--- src/hw/rtl/btc_pkg.sv ---
`default_nettype none
package btc_pkg;

   localparam int MAX_ROWS   = 8;
   localparam int MAX_COLS   = 8;
   localparam int CELL_DEPTH = MAX_ROWS * MAX_COLS;
   localparam int MAX_DIM    = (MAX_ROWS > MAX_COLS) ? MAX_ROWS : MAX_COLS;
   localparam int DIM_W      = $clog2(MAX_DIM + 1);
   localparam int PROD_W     = 2 * DIM_W;
   localparam int CELL_W     = (CELL_DEPTH > 1) ? $clog2(CELL_DEPTH) : 1;
   localparam int CNT_W      = $clog2(CELL_DEPTH + 1);

   localparam int NUM_BANKS  = 2;
   localparam int BANK_W     = 1;
   localparam int RAM_AW     = CELL_W + BANK_W;
   localparam int RAM_DEPTH  = NUM_BANKS * (1 << CELL_W);

   localparam int CHAR_W     = 8;
   localparam int DIMREG_W   = 4;
   localparam int PAD_W      = 8;
   localparam int CSR_IDX_W  = 2;
   localparam int CSR_DATA_W = 8;

   localparam logic [CSR_IDX_W-1:0] REG_ROWS = CSR_IDX_W'(0);
   localparam logic [CSR_IDX_W-1:0] REG_COLS = CSR_IDX_W'(1);
   localparam logic [CSR_IDX_W-1:0] REG_MODE = CSR_IDX_W'(2);
   localparam logic [CSR_IDX_W-1:0] REG_PAD  = CSR_IDX_W'(3);

   localparam logic MODE_ENCODE = 1'b0;
   localparam logic MODE_DECODE = 1'b1;

   typedef struct packed {
      logic [DIM_W-1:0] nr;
      logic [DIM_W-1:0] nc;
      logic             mode;
      logic [PAD_W-1:0] pad;
   } cfg_type;

   typedef struct packed {
      logic [BANK_W-1:0] bank;
      logic [CELL_W-1:0] last_pos;
      logic              last;
   } desc_type;

   typedef struct packed {
      logic              valid;
      logic [BANK_W-1:0] bank;
   } release_type;

   typedef struct packed {
      logic              en;
      logic [RAM_AW-1:0] addr;
      logic [CHAR_W-1:0] data;
   } ram_wr_type;

   typedef struct packed {
      logic [CHAR_W-1:0] char_out;
      logic              block_end;
      logic              message_end;
   } out_type;

   function automatic logic [DIM_W-1:0] eff_dim(input logic [DIMREG_W-1:0] v,
                                                input int maxv);
      logic [DIM_W-1:0] r;
      if (v == '0) begin
         r = DIM_W'(1);
      end else if (int'(v) > maxv) begin
         r = DIM_W'(maxv);
      end else begin
         r = DIM_W'(v);
      end
      return r;
   endfunction

endpackage
`default_nettype wire

--- src/hw/rtl/btc_if.sv ---
`default_nettype none
interface btc_req_if
   import btc_pkg::*;
   ();
   logic              valid;
   logic              ready;
   logic [CHAR_W-1:0] char_in;
   logic              last_in;

   modport source (output valid, output char_in, output last_in, input ready);
   modport sink   (input valid, input char_in, input last_in, output ready);
endinterface

interface btc_rsp_if
   import btc_pkg::*;
   ();
   logic              valid;
   logic              ready;
   logic [CHAR_W-1:0] char_out;
   logic              block_end;
   logic              message_end;

   modport source (output valid, output char_out, output block_end,
                   output message_end, input ready);
   modport sink   (input valid, input char_out, input block_end,
                   input message_end, output ready);
endinterface
`default_nettype wire

--- src/hw/rtl/btc_ram.sv ---
`default_nettype none
module btc_ram #(
   parameter int WIDTH = 8,
   parameter int DEPTH = 128
) (
   input  wire logic                     clock,
   input  wire logic                     wr_en,
   input  wire logic [$clog2(DEPTH)-1:0] wr_addr,
   input  wire logic [WIDTH-1:0]         wr_data,
   input  wire logic                     rd_en,
   input  wire logic [$clog2(DEPTH)-1:0] rd_addr,
   output logic      [WIDTH-1:0]         rd_data
);
   logic [WIDTH-1:0] mem_ff [DEPTH];
   logic [WIDTH-1:0] rd_data_ff;

   always_ff @(posedge clock) begin
      if (wr_en) begin
         mem_ff[wr_addr] <= wr_data;
      end
      if (rd_en) begin
         rd_data_ff <= mem_ff[rd_addr];
      end
   end

   assign rd_data = rd_data_ff;
endmodule
`default_nettype wire

--- src/hw/rtl/btc_front.sv ---
`default_nettype none
module btc_front
   import btc_pkg::*;
(
   input  wire logic        clock,
   input  wire logic        reset,
   input  wire cfg_type     cfg,
   btc_req_if.sink          req_if,
   output ram_wr_type       ram_wr,
   output logic             push_valid,
   output desc_type         push_desc,
   input  wire release_type rel
);
   logic [CNT_W-1:0]     fill_ff, fill_in;
   logic [BANK_W-1:0]    wb_ff, wb_in;
   logic [NUM_BANKS-1:0] busy_ff, busy_in;

   logic [CNT_W-1:0]  size;
   logic [CNT_W-1:0]  pos;
   logic [CNT_W-1:0]  pos_inc;
   logic [CELL_W-1:0] last_pos;
   logic              accept;
   logic              done;

   assign size     = CNT_W'(cfg.nr) * CNT_W'(cfg.nc);
   // a block shrunk by a config change lands the byte in its last cell
   assign pos      = (fill_ff >= size) ? (size - CNT_W'(1)) : fill_ff;
   assign pos_inc  = pos + CNT_W'(1);
   assign last_pos = pos[CELL_W-1:0];
   assign done     = (pos_inc == size) || req_if.last_in;

   assign req_if.ready = !busy_ff[wb_ff];
   assign accept       = req_if.valid && req_if.ready;

   assign ram_wr.en   = accept;
   assign ram_wr.addr = {wb_ff, last_pos};
   assign ram_wr.data = req_if.char_in;

   assign push_valid         = accept && done;
   assign push_desc.bank     = wb_ff;
   assign push_desc.last_pos = last_pos;
   assign push_desc.last     = req_if.last_in;

   always_comb begin
      fill_in = fill_ff;
      wb_in   = wb_ff;
      busy_in = busy_ff;
      if (rel.valid) begin
         busy_in[rel.bank] = 1'b0;
      end
      if (accept) begin
         if (done) begin
            fill_in        = '0;
            wb_in          = ~wb_ff;
            busy_in[wb_ff] = 1'b1;
         end else begin
            fill_in = pos_inc;
         end
      end
   end

   always_ff @(posedge clock) begin
      if (reset) begin
         fill_ff <= '0;
         wb_ff   <= '0;
         busy_ff <= '0;
      end else begin
         fill_ff <= fill_in;
         wb_ff   <= wb_in;
         busy_ff <= busy_in;
      end
   end
endmodule
`default_nettype wire

--- src/hw/rtl/btc_queue.sv ---
`default_nettype none
module btc_queue
   import btc_pkg::*;
(
   input  wire logic     clock,
   input  wire logic     reset,
   input  wire logic     push_valid,
   input  wire desc_type push_desc,
   input  wire logic     pop,
   output logic          q_valid,
   output desc_type      q_desc
);
   desc_type    entry_ff [NUM_BANKS];
   logic        head_ff, head_in;
   logic [1:0]  count_ff, count_in;
   logic        wr_idx;

   assign q_valid = (count_ff != 2'd0);
   assign q_desc  = entry_ff[head_ff];
   assign wr_idx  = head_ff ^ count_ff[0];

   always_comb begin
      head_in  = pop ? ~head_ff : head_ff;
      count_in = count_ff + 2'(push_valid) - 2'(pop);
   end

   always_ff @(posedge clock) begin
      if (push_valid) begin
         entry_ff[wr_idx] <= push_desc;
      end
   end

   always_ff @(posedge clock) begin
      if (reset) begin
         head_ff  <= 1'b0;
         count_ff <= 2'd0;
      end else begin
         head_ff  <= head_in;
         count_ff <= count_in;
      end
   end
endmodule
`default_nettype wire

--- src/hw/rtl/btc_back.sv ---
`default_nettype none
module btc_back
   import btc_pkg::*;
(
   input  wire logic        clock,
   input  wire logic        reset,
   input  wire cfg_type     cfg,
   input  wire logic        q_valid,
   input  wire desc_type    q_desc,
   output logic             q_pop,
   output logic             rd_en,
   output logic [RAM_AW-1:0] rd_addr,
   input  wire logic [CHAR_W-1:0] rd_data,
   output release_type      rel,
   btc_rsp_if.source        rsp_if
);
   localparam logic ST_IDLE = 1'b0;
   localparam logic ST_RUN  = 1'b1;

   logic             state_ff, state_in;
   logic [DIM_W-1:0] a_ff, a_in;
   logic [DIM_W-1:0] b_ff, b_in;
   desc_type         desc_ff, desc_in;

   logic             infl_ff;
   logic             infl_pad_ff, infl_be_ff, infl_me_ff;
   out_type          ob_ff [2];
   logic             head_ff, head_in;
   logic [1:0]       count_ff, count_in;

   logic [DIM_W-1:0]  outer, inner;
   logic [PROD_W-1:0] prod;
   logic [CELL_W-1:0] idx;
   logic              a_last, b_last, blk_end;
   logic              pop_out, room, issue;
   logic [2:0]        occ;
   out_type           land;

   // encode walks columns outer, decode walks rows outer; stride equals outer count
   assign outer   = (cfg.mode == MODE_DECODE) ? cfg.nr : cfg.nc;
   assign inner   = (cfg.mode == MODE_DECODE) ? cfg.nc : cfg.nr;
   assign prod    = PROD_W'(b_ff) * PROD_W'(outer);
   assign idx     = CELL_W'(prod + PROD_W'(a_ff));
   assign a_last  = (a_ff == outer - DIM_W'(1));
   assign b_last  = (b_ff == inner - DIM_W'(1));
   assign blk_end = a_last && b_last;

   assign pop_out = rsp_if.valid && rsp_if.ready;
   // buffer entries after this pop plus the read still in flight
   assign occ     = 3'(count_ff) + 3'(infl_ff) - 3'(pop_out);
   assign room    = (occ < 3'd2);
   assign issue   = (state_ff == ST_RUN) && room;

   assign rd_en   = issue;
   assign rd_addr = {desc_ff.bank, idx};

   assign rel.valid = issue && blk_end;
   assign rel.bank  = desc_ff.bank;

   assign q_pop = q_valid && ((state_ff == ST_IDLE) || (issue && blk_end));

   always_comb begin
      state_in = state_ff;
      a_in     = a_ff;
      b_in     = b_ff;
      desc_in  = desc_ff;
      if (q_pop) begin
         state_in = ST_RUN;
         a_in     = '0;
         b_in     = '0;
         desc_in  = q_desc;
      end else if (issue) begin
         if (blk_end) begin
            state_in = ST_IDLE;
         end else if (b_last) begin
            b_in = '0;
            a_in = a_ff + DIM_W'(1);
         end else begin
            b_in = b_ff + DIM_W'(1);
         end
      end
   end

   // cells past the last written one read as the pad byte
   assign land.char_out    = infl_pad_ff ? cfg.pad : rd_data;
   assign land.block_end   = infl_be_ff;
   assign land.message_end = infl_me_ff;

   always_comb begin
      head_in  = pop_out ? ~head_ff : head_ff;
      count_in = count_ff + 2'(infl_ff) - 2'(pop_out);
   end

   assign rsp_if.valid       = (count_ff != 2'd0);
   assign rsp_if.char_out    = ob_ff[head_ff].char_out;
   assign rsp_if.block_end   = ob_ff[head_ff].block_end;
   assign rsp_if.message_end = ob_ff[head_ff].message_end;

   always_ff @(posedge clock) begin
      desc_ff     <= desc_in;
      infl_pad_ff <= (idx > desc_ff.last_pos);
      infl_be_ff  <= blk_end;
      infl_me_ff  <= blk_end && desc_ff.last;
      if (infl_ff) begin
         ob_ff[head_ff ^ count_ff[0]] <= land;
      end
   end

   always_ff @(posedge clock) begin
      if (reset) begin
         state_ff <= ST_IDLE;
         a_ff     <= '0;
         b_ff     <= '0;
         infl_ff  <= 1'b0;
         head_ff  <= 1'b0;
         count_ff <= 2'd0;
      end else begin
         state_ff <= state_in;
         a_ff     <= a_in;
         b_ff     <= b_in;
         infl_ff  <= issue;
         head_ff  <= head_in;
         count_ff <= count_in;
      end
   end

`ifndef SYNTHESIS
   a_count_bound: assert property (@(posedge clock) disable iff (reset)
      count_ff <= 2'd2)
      else $error("output buffer over capacity");

   a_land_room: assert property (@(posedge clock) disable iff (reset)
      infl_ff |-> (count_ff != 2'd2 || pop_out))
      else $error("read data landed on a full output buffer");

   a_issue_lands: assert property (@(posedge clock) disable iff (reset)
      issue |=> infl_ff)
      else $error("issued read did not land");

   a_release_run: assert property (@(posedge clock) disable iff (reset)
      rel.valid |=> (state_ff == ST_IDLE || (a_ff == '0 && b_ff == '0)))
      else $error("block walk did not restart after release");
`endif
endmodule
`default_nettype wire

--- src/hw/rtl/block_transposition_cipher.sv ---
`default_nettype none
// Rectangular block transposition of a byte stream.
// req_if takes one byte per transaction with last_in marking the end of a
// message; rsp_if returns the permuted bytes with block_end on the final byte
// of each block and message_end on the final byte of a message.
// Bytes fill a block of rows x cols cells; encode reads it out by columns,
// decode by rows. A block goes out when full or when its last byte arrives,
// and unfilled cells of a final block read as pad_byte.
// csr_* writes rows, cols, mode and pad_byte (indexes 0 to 3); these are to be
// written only while idle, which the block itself does not enforce.
// Throughput: up to one byte per cycle each way. The RAM holds two banks:
// the input fills one block while the output reads the other. A bank frees
// after its last cell is read, so the input can wait on a bank even with a
// ready receiver. With the output side idle, a completed block's first byte
// goes through the queue, walker start, RAM read and output buffer registers.
// A stalled receiver holds the two-entry output buffer; reads pause and the
// input keeps running until both banks are taken.
// Reset: registers go to rows 1, cols 1, encode, pad 0; the block is empty.
// The RAM is not cleared, since only written or padded cells are read.
module block_transposition_cipher
   import btc_pkg::*;
(
   input  wire logic                  clock,
   input  wire logic                  reset,
   btc_req_if.sink                    req_if,
   btc_rsp_if.source                  rsp_if,
   input  wire logic                  csr_wr_en,
   input  wire logic [CSR_IDX_W-1:0]  csr_index,
   input  wire logic [CSR_DATA_W-1:0] csr_wr_data
);
   logic [DIMREG_W-1:0] rows_ff, cols_ff;
   logic                mode_ff;
   logic [PAD_W-1:0]    pad_ff;

   cfg_type     cfg;
   ram_wr_type  ram_wr;
   release_type rel;
   desc_type    push_desc, q_desc;
   logic        push_valid, q_valid, q_pop;
   logic        rd_en;
   logic [RAM_AW-1:0] rd_addr;
   logic [CHAR_W-1:0] rd_data;

   always_ff @(posedge clock) begin
      if (reset) begin
         rows_ff <= DIMREG_W'(1);
         cols_ff <= DIMREG_W'(1);
         mode_ff <= MODE_ENCODE;
         pad_ff  <= '0;
      end else if (csr_wr_en) begin
         case (csr_index)
            REG_ROWS: rows_ff <= csr_wr_data[DIMREG_W-1:0];
            REG_COLS: cols_ff <= csr_wr_data[DIMREG_W-1:0];
            REG_MODE: mode_ff <= csr_wr_data[0];
            REG_PAD:  pad_ff  <= csr_wr_data[PAD_W-1:0];
            default: ;
         endcase
      end
   end

   assign cfg.nr   = eff_dim(rows_ff, MAX_ROWS);
   assign cfg.nc   = eff_dim(cols_ff, MAX_COLS);
   assign cfg.mode = mode_ff;
   assign cfg.pad  = pad_ff;

   btc_front u_front (
      .clock      (clock),
      .reset      (reset),
      .cfg        (cfg),
      .req_if     (req_if),
      .ram_wr     (ram_wr),
      .push_valid (push_valid),
      .push_desc  (push_desc),
      .rel        (rel)
   );

   btc_queue u_queue (
      .clock      (clock),
      .reset      (reset),
      .push_valid (push_valid),
      .push_desc  (push_desc),
      .pop        (q_pop),
      .q_valid    (q_valid),
      .q_desc     (q_desc)
   );

   btc_ram #(
      .WIDTH (CHAR_W),
      .DEPTH (RAM_DEPTH)
   ) u_ram (
      .clock   (clock),
      .wr_en   (ram_wr.en),
      .wr_addr (ram_wr.addr),
      .wr_data (ram_wr.data),
      .rd_en   (rd_en),
      .rd_addr (rd_addr),
      .rd_data (rd_data)
   );

   btc_back u_back (
      .clock   (clock),
      .reset   (reset),
      .cfg     (cfg),
      .q_valid (q_valid),
      .q_desc  (q_desc),
      .q_pop   (q_pop),
      .rd_en   (rd_en),
      .rd_addr (rd_addr),
      .rd_data (rd_data),
      .rel     (rel),
      .rsp_if  (rsp_if)
   );
endmodule
`default_nettype wire

--- src/flat_wrapper.sv ---
// flat-port wrapper written by rule: the top's interface ports become plain ports
module block_transposition_cipher_flat import btc_pkg::*;
  (clock, reset, csr_wr_en, csr_index, csr_wr_data, req_if_valid, req_if_char_in, req_if_last_in, req_if_ready, rsp_if_valid, rsp_if_char_out, rsp_if_block_end, rsp_if_message_end, rsp_if_ready);
  btc_req_if req_if_i ();
  btc_rsp_if rsp_if_i ();
  input  wire logic clock;
  input  wire logic reset;
  input  wire logic csr_wr_en;
  input  wire logic [CSR_IDX_W-1:0] csr_index;
  input  wire logic [CSR_DATA_W-1:0] csr_wr_data;
  input wire logic [$bits(req_if_i.valid)-1:0] req_if_valid;
  input wire logic [$bits(req_if_i.char_in)-1:0] req_if_char_in;
  input wire logic [$bits(req_if_i.last_in)-1:0] req_if_last_in;
  output wire logic [$bits(req_if_i.ready)-1:0] req_if_ready;
  output wire logic [$bits(rsp_if_i.valid)-1:0] rsp_if_valid;
  output wire logic [$bits(rsp_if_i.char_out)-1:0] rsp_if_char_out;
  output wire logic [$bits(rsp_if_i.block_end)-1:0] rsp_if_block_end;
  output wire logic [$bits(rsp_if_i.message_end)-1:0] rsp_if_message_end;
  input wire logic [$bits(rsp_if_i.ready)-1:0] rsp_if_ready;
  assign req_if_i.valid = req_if_valid;
  assign req_if_i.char_in = req_if_char_in;
  assign req_if_i.last_in = req_if_last_in;
  assign req_if_ready = req_if_i.ready;
  assign rsp_if_valid = rsp_if_i.valid;
  assign rsp_if_char_out = rsp_if_i.char_out;
  assign rsp_if_block_end = rsp_if_i.block_end;
  assign rsp_if_message_end = rsp_if_i.message_end;
  assign rsp_if_i.ready = rsp_if_ready;
  block_transposition_cipher u_core (.clock(clock), .reset(reset), .req_if(req_if_i), .rsp_if(rsp_if_i), .csr_wr_en(csr_wr_en), .csr_index(csr_index), .csr_wr_data(csr_wr_data));
endmodule
--- config.mk ---
export PLATFORM = sky130hd
export DESIGN_NAME = block_transposition_cipher_flat
export DESIGN_NICKNAME = d
export VERILOG_FILES = /design/src/hw/rtl/btc_pkg.sv /design/src/hw/rtl/btc_if.sv /design/src/hw/rtl/btc_ram.sv /design/src/hw/rtl/btc_front.sv /design/src/hw/rtl/btc_queue.sv /design/src/hw/rtl/btc_back.sv /design/src/hw/rtl/block_transposition_cipher.sv /design/src/flat_wrapper.sv
export SDC_FILE = /design/constraint.sdc
export NUM_CORES = 1
export LEC_CHECK = 0
export ABC_AREA = 1
export BUFFER_PORTS_ARGS = -buffer_cell sky130_fd_sc_hd__clkbuf_2
export CAP_MARGIN = 40
export CORE_ASPECT_RATIO = 1.5
export CORE_MARGIN = 2
export CORE_UTILIZATION = 57
export DETAILED_ROUTE_END_ITERATION = 10
export PLACE_DENSITY_LB_ADDON = 0.2
export SYNTH_ARGS = -nofsm -noshare
export SYNTH_HDL_FRONTEND = slang
export SYNTH_SLANG_ARGS = --single-unit
--- constraint.sdc ---
create_clock -name clock -period 5.56 [get_ports clock]
set_clock_uncertainty 0.1 [all_clocks]
set_input_delay 0.834 -clock clock [delete_from_list [all_inputs] [get_ports clock]]
set_output_delay 0.834 -clock clock [all_outputs]
set_load 0.01 [all_outputs]
==> flow_metrics.py <==
metrics = {
    "run_status": {
        "status": "completed",
    },
    "min_path": {
        "holdPathStages": 1,
        "hold_path_end": "u_core.u_queue.entry_ff[1][0]$_DFFE_PP_",
        "min_from": "req_if_last_in",
        "hold_class": "in -> reg",
    },
    "drt": {
        "ant_nets": 0,
        "drt_iter0_drc": 3100,
        "vias": 29420,
        "detail_route.vias_per_cell": 6.233,
        "firstDrtPassIters": 7,
        "wirelength_um": 120500,
        "routedWlPerCell_um": 25.53,
        "drc_errors": 0,
    },
    "synthesis": {
        "synth_cell_types": 47,
        "postSynthCellCount": 3369,
        "synth_nets": 3447,
        "synth.ff_latch_count": 1123,
        "ys_seq_area_frac": 0.7184,
        "syn_avg_cell_area_um2": 13.74,
        "synth_area_mm2": 0.04629,
        "yosys_warnings": 0,
    },
    "placed_design": {
        "pre_cts_slack_ns": -0.03879,
        "gp_congestion": 0.9335,
        "dp_hpwl_um": 76200,
        "placed_area_mm2": 0.04956,
        "dp.cells": 4528,
        "portBuffers": 35,
    },
    "sta": {
        "finalCritPeriodShare": 0.9805,
        "slew_viol_final": 0,
        "slew-limit-headroom": 0.3802,
        "rsz0062_at_grt": "true",
        "setup_viol": 0,
        "tightest_slew_ns": 0.9297,
        "fmax_mhz": 183.4,
        "period_minus_slack_ns": 5.452,
        "tns_ns": 0,
        "hold_viol_final": 0,
        "hold-worst-slack_ns": 0.2736,
        "layout_setup_ws_ns": 0.1084,
    },
    "clocking": {
        "root_buffer": "clkbuf_16",
        "clk_latency_ns": 0.68,
        "cts_tree": "done",
        "clk_pin_slew_worst_paths_ns": 0.07,
        "cts_buffer_depth": 3,
        "cts_buffers": 98,
        "clkSinkCount": 1123,
        "htree_num_levels": 3,
    },
    "die": {
        "fp-row-count": 128,
        "die_width_um": 236.7,
        "io_pins": 36,
        "die_area_mm2": 0.08355,
        "start_util": 0.5723,
        "core_mm2": 0.08088,
        "die_h_um": 353.0,
    },
    "grt": {
        "grt_overflow": 0,
        "grt_max_degree": 123,
        "grt_first_pass_wirelength_um": 180300,
        "antenna_found_initial": 0,
        "grt_pass1_vias": 29414,
        "track_usage": 0.2881,
    },
    "layout": {
        "antenna_cells": 0,
        "layoutNonFillerInstCount": 4720,
        "drive_gt1_frac": 0.1571,
        "final_nets": 3676,
        "utilization": 0.6555,
        "stdcell_area_mm2": 0.05301,
        "area_growth_pct": 14.53,
    },
    "power_and_ir_drop": {
        "report.power.total_mw": 23.02,
        "leakagePower_nw": 17.46,
        "powerDensity_mw_per_mm2": 434.2,
        "irDropWorstVdd_mv": 0.2871,
    },
    "setup_path": {
        "worst-r2r-cell-count": 34,
        "startpoint_type": "register",
        "critPathMaxStageDelay_ns": 0.45,
        "reg2reg_to": "u_core.u_queue.count_ff[1]$_SDFF_PP0_",
        "required_ns": 6.07,
        "path_max_fanout": 4,
        "worst_path_max_delay_cell": "fa_1",
        "r2r-start": "u_core.rows_ff[2]$_SDFFE_PP0P_",
        "cp.arrival_ns": 5.96,
        "critical_path_class": "reg -> reg",
        "reg2reg_slack_ns": 0.11,
        "end_kind": "register",
        "cp_common_cell": "nand2_4",
    },
    "job": {
        "max-cap-violations": 0,
    },
}
## logic make-up (layout without fill, tap and decap cells)
kind of cell / count (synthesis) / in the layout / share of synthesized area
adder cells (fa/ha/maj): 54 / 54 / 0.01638
buffers and inverters: 333 / 644 / 0.02822
multiplexers: 217 / 217 / 0.04720
AO/OA/AOI/OAI: 681 / 681 / 0.09899
XOR/XNOR: 27 / 27 / 0.005271
flip-flops: 1123 / 1123 / 0.7184
AND/OR/NAND/NOR: 934 / 934 / 0.08553
## synth_stat cells (all sizes together)
cell type,number,area [um2]
edfxtp,1076,32310
and3,1,6.260
clkinv,4,16.26
o21ai,287,1440
a221oi,8,70.07
a21oi,48,244.0
xnor2,14,130.1
o32ai,50,437.9
inv,112,420.4
o21bai,3,22.52
ha,43,538.0
nand3,191,998.5
mux2i,207,2072
fa,11,220.2
nor3b,3,22.52
nand3b,1,7.510
nor3,9,45.04
xor2,13,113.9
dfxtp,47,940.9
nand2,146,633.1
a211oi,1,7.510
clkbuf,180,675.7
a32oi,1,8.760
mux2,10,112.6
nor2,573,2183
o21a,1,7.510
buf,37,193.9
nand4,10,62.56
o211ai,50,375.4
o221ai,206,1804
a31oi,25,156.4
a22oi,1,7.510
## cells in the final DEF, fill, tap and decap left out, types with 11 or more instances in the layout
cell       netlist  routed
nand2_4          9      11
clkbuf_16        0     101
clkinv_1         3      19
inv_1          105     104
clkinv_2         1      23
clkbuf_1       180      16
ha_1            43      35
o221ai_1       206     206
buf_12           0      18
a21oi_1         47      45
buf_4            0     295
xor2_1          13      12
o32ai_1         50      50
nand2_1        130     125
mux2i_1        207     207
clkbuf_2         0      27
o21ai_0        284     281
a31oi_1         25      25
edfxtp_1      1076    1076
nand3_1        184     184
o211ai_1        50      50
nor2_1         566     563
dfxtp_1         47      44
## final cells by class
| cell class | instances | area (um2) |
|---|---|---|
| flip-flops and latches | 1123 | 33260 |
| fillers | 5685 | 27870 |
| multi-input cells | 1913 | 11920 |
| repair buffers | 346 | 2830 |
| clock buffers | 123 | 2670 |
| well taps | 1040 | 1301 |
| clock inverters | 59 | 585.6 |
| inverters | 116 | 446.7 |
## power by group
part	internal (mW)	switching [mW]	total [mW]
Combinational	1.93	4.09	6.02
Clock	3.88	3.01	6.89
Sequential	9.90	0.210	10.1
## what timing repair did
item / in CTS / in global routing
resized for setup: 3 / 23
setup buffers: 3 / 7
hold buffers: 0 / 0
setup endpoints to repair: 1 / 16
pin swaps: 14 / 23
## state kept, by name, indices dropped and copies added, names as in the netlist, 2 cells and up, named ones only
register                 flops
u_core.rows_ff               4
u_core.pad_ff                8
u_core.u_queue.count_ff      2
u_core.u_back.a_ff           4
u_core.u_ram.mem_ff       1024
u_core.cols_ff               4
u_core.u_ram.rd_data         8
u_core.u_back.desc_ff        7
u_core.u_back.b_ff           4
u_core.u_front.fill_ff       7
u_core.u_queue.entry_ff     16
u_core.u_back.ob_ff         20
u_core.u_back.count_ff       2
u_core.u_front.busy_ff       2
## critical path: cells and delay by family (launching register included)
| kind | cells | cell delay [ns] |
|---|---|---|
| buffers and inverters | 5 | 0.44 |
| adders and majority gates | 7 | 2.33 |
| DFF | 1 | 0.36 |
| xor gates and xnor gates | 3 | 0.42 |
| and+or+nand+nor | 15 | 1.33 |
| AOI/OAI and AO/OA | 4 | 0.42 |
## metal layers
metal  vias to the layer above  routed length (um)  track usage
li1                      13249                   -            -
met1                     14634               44200       0.3466
met2                      1252               62390       0.5094
met3                       285                7175      0.03174
met4                         0                6740       0.1562
met5                         -                   0            0
## worst max path at each step
stage	startpoint	end	slack (ns)	depth (start not counted)
3_5_place_dp	u_core.rows_ff[2]$_SDFFE_PP0P_	u_core.u_queue.count_ff[1]$_SDFF_PP0_	-0.04	34
6_report	u_core.rows_ff[2]$_SDFFE_PP0P_	u_core.u_queue.count_ff[1]$_SDFF_PP0_	0.11	34
4_1_cts	u_core.rows_ff[1]$_SDFFE_PP0P_	u_core.u_queue.count_ff[1]$_SDFF_PP0_	0.01	34
3_3_place_gp	u_core.rows_ff[2]$_SDFFE_PP0P_	u_core.u_queue.count_ff[1]$_SDFF_PP0_	-0.006	34
5_1_grt	u_core.rows_ff[2]$_SDFFE_PP0P_	u_core.u_queue.count_ff[1]$_SDFF_PP0_	-0.23	34
2_1_floorplan	u_core.rows_ff[1]$_SDFFE_PP0P_	u_core.u_queue.count_ff[1]$_SDFF_PP0_	0.02	36
Power figures use the tool's default switching activity.
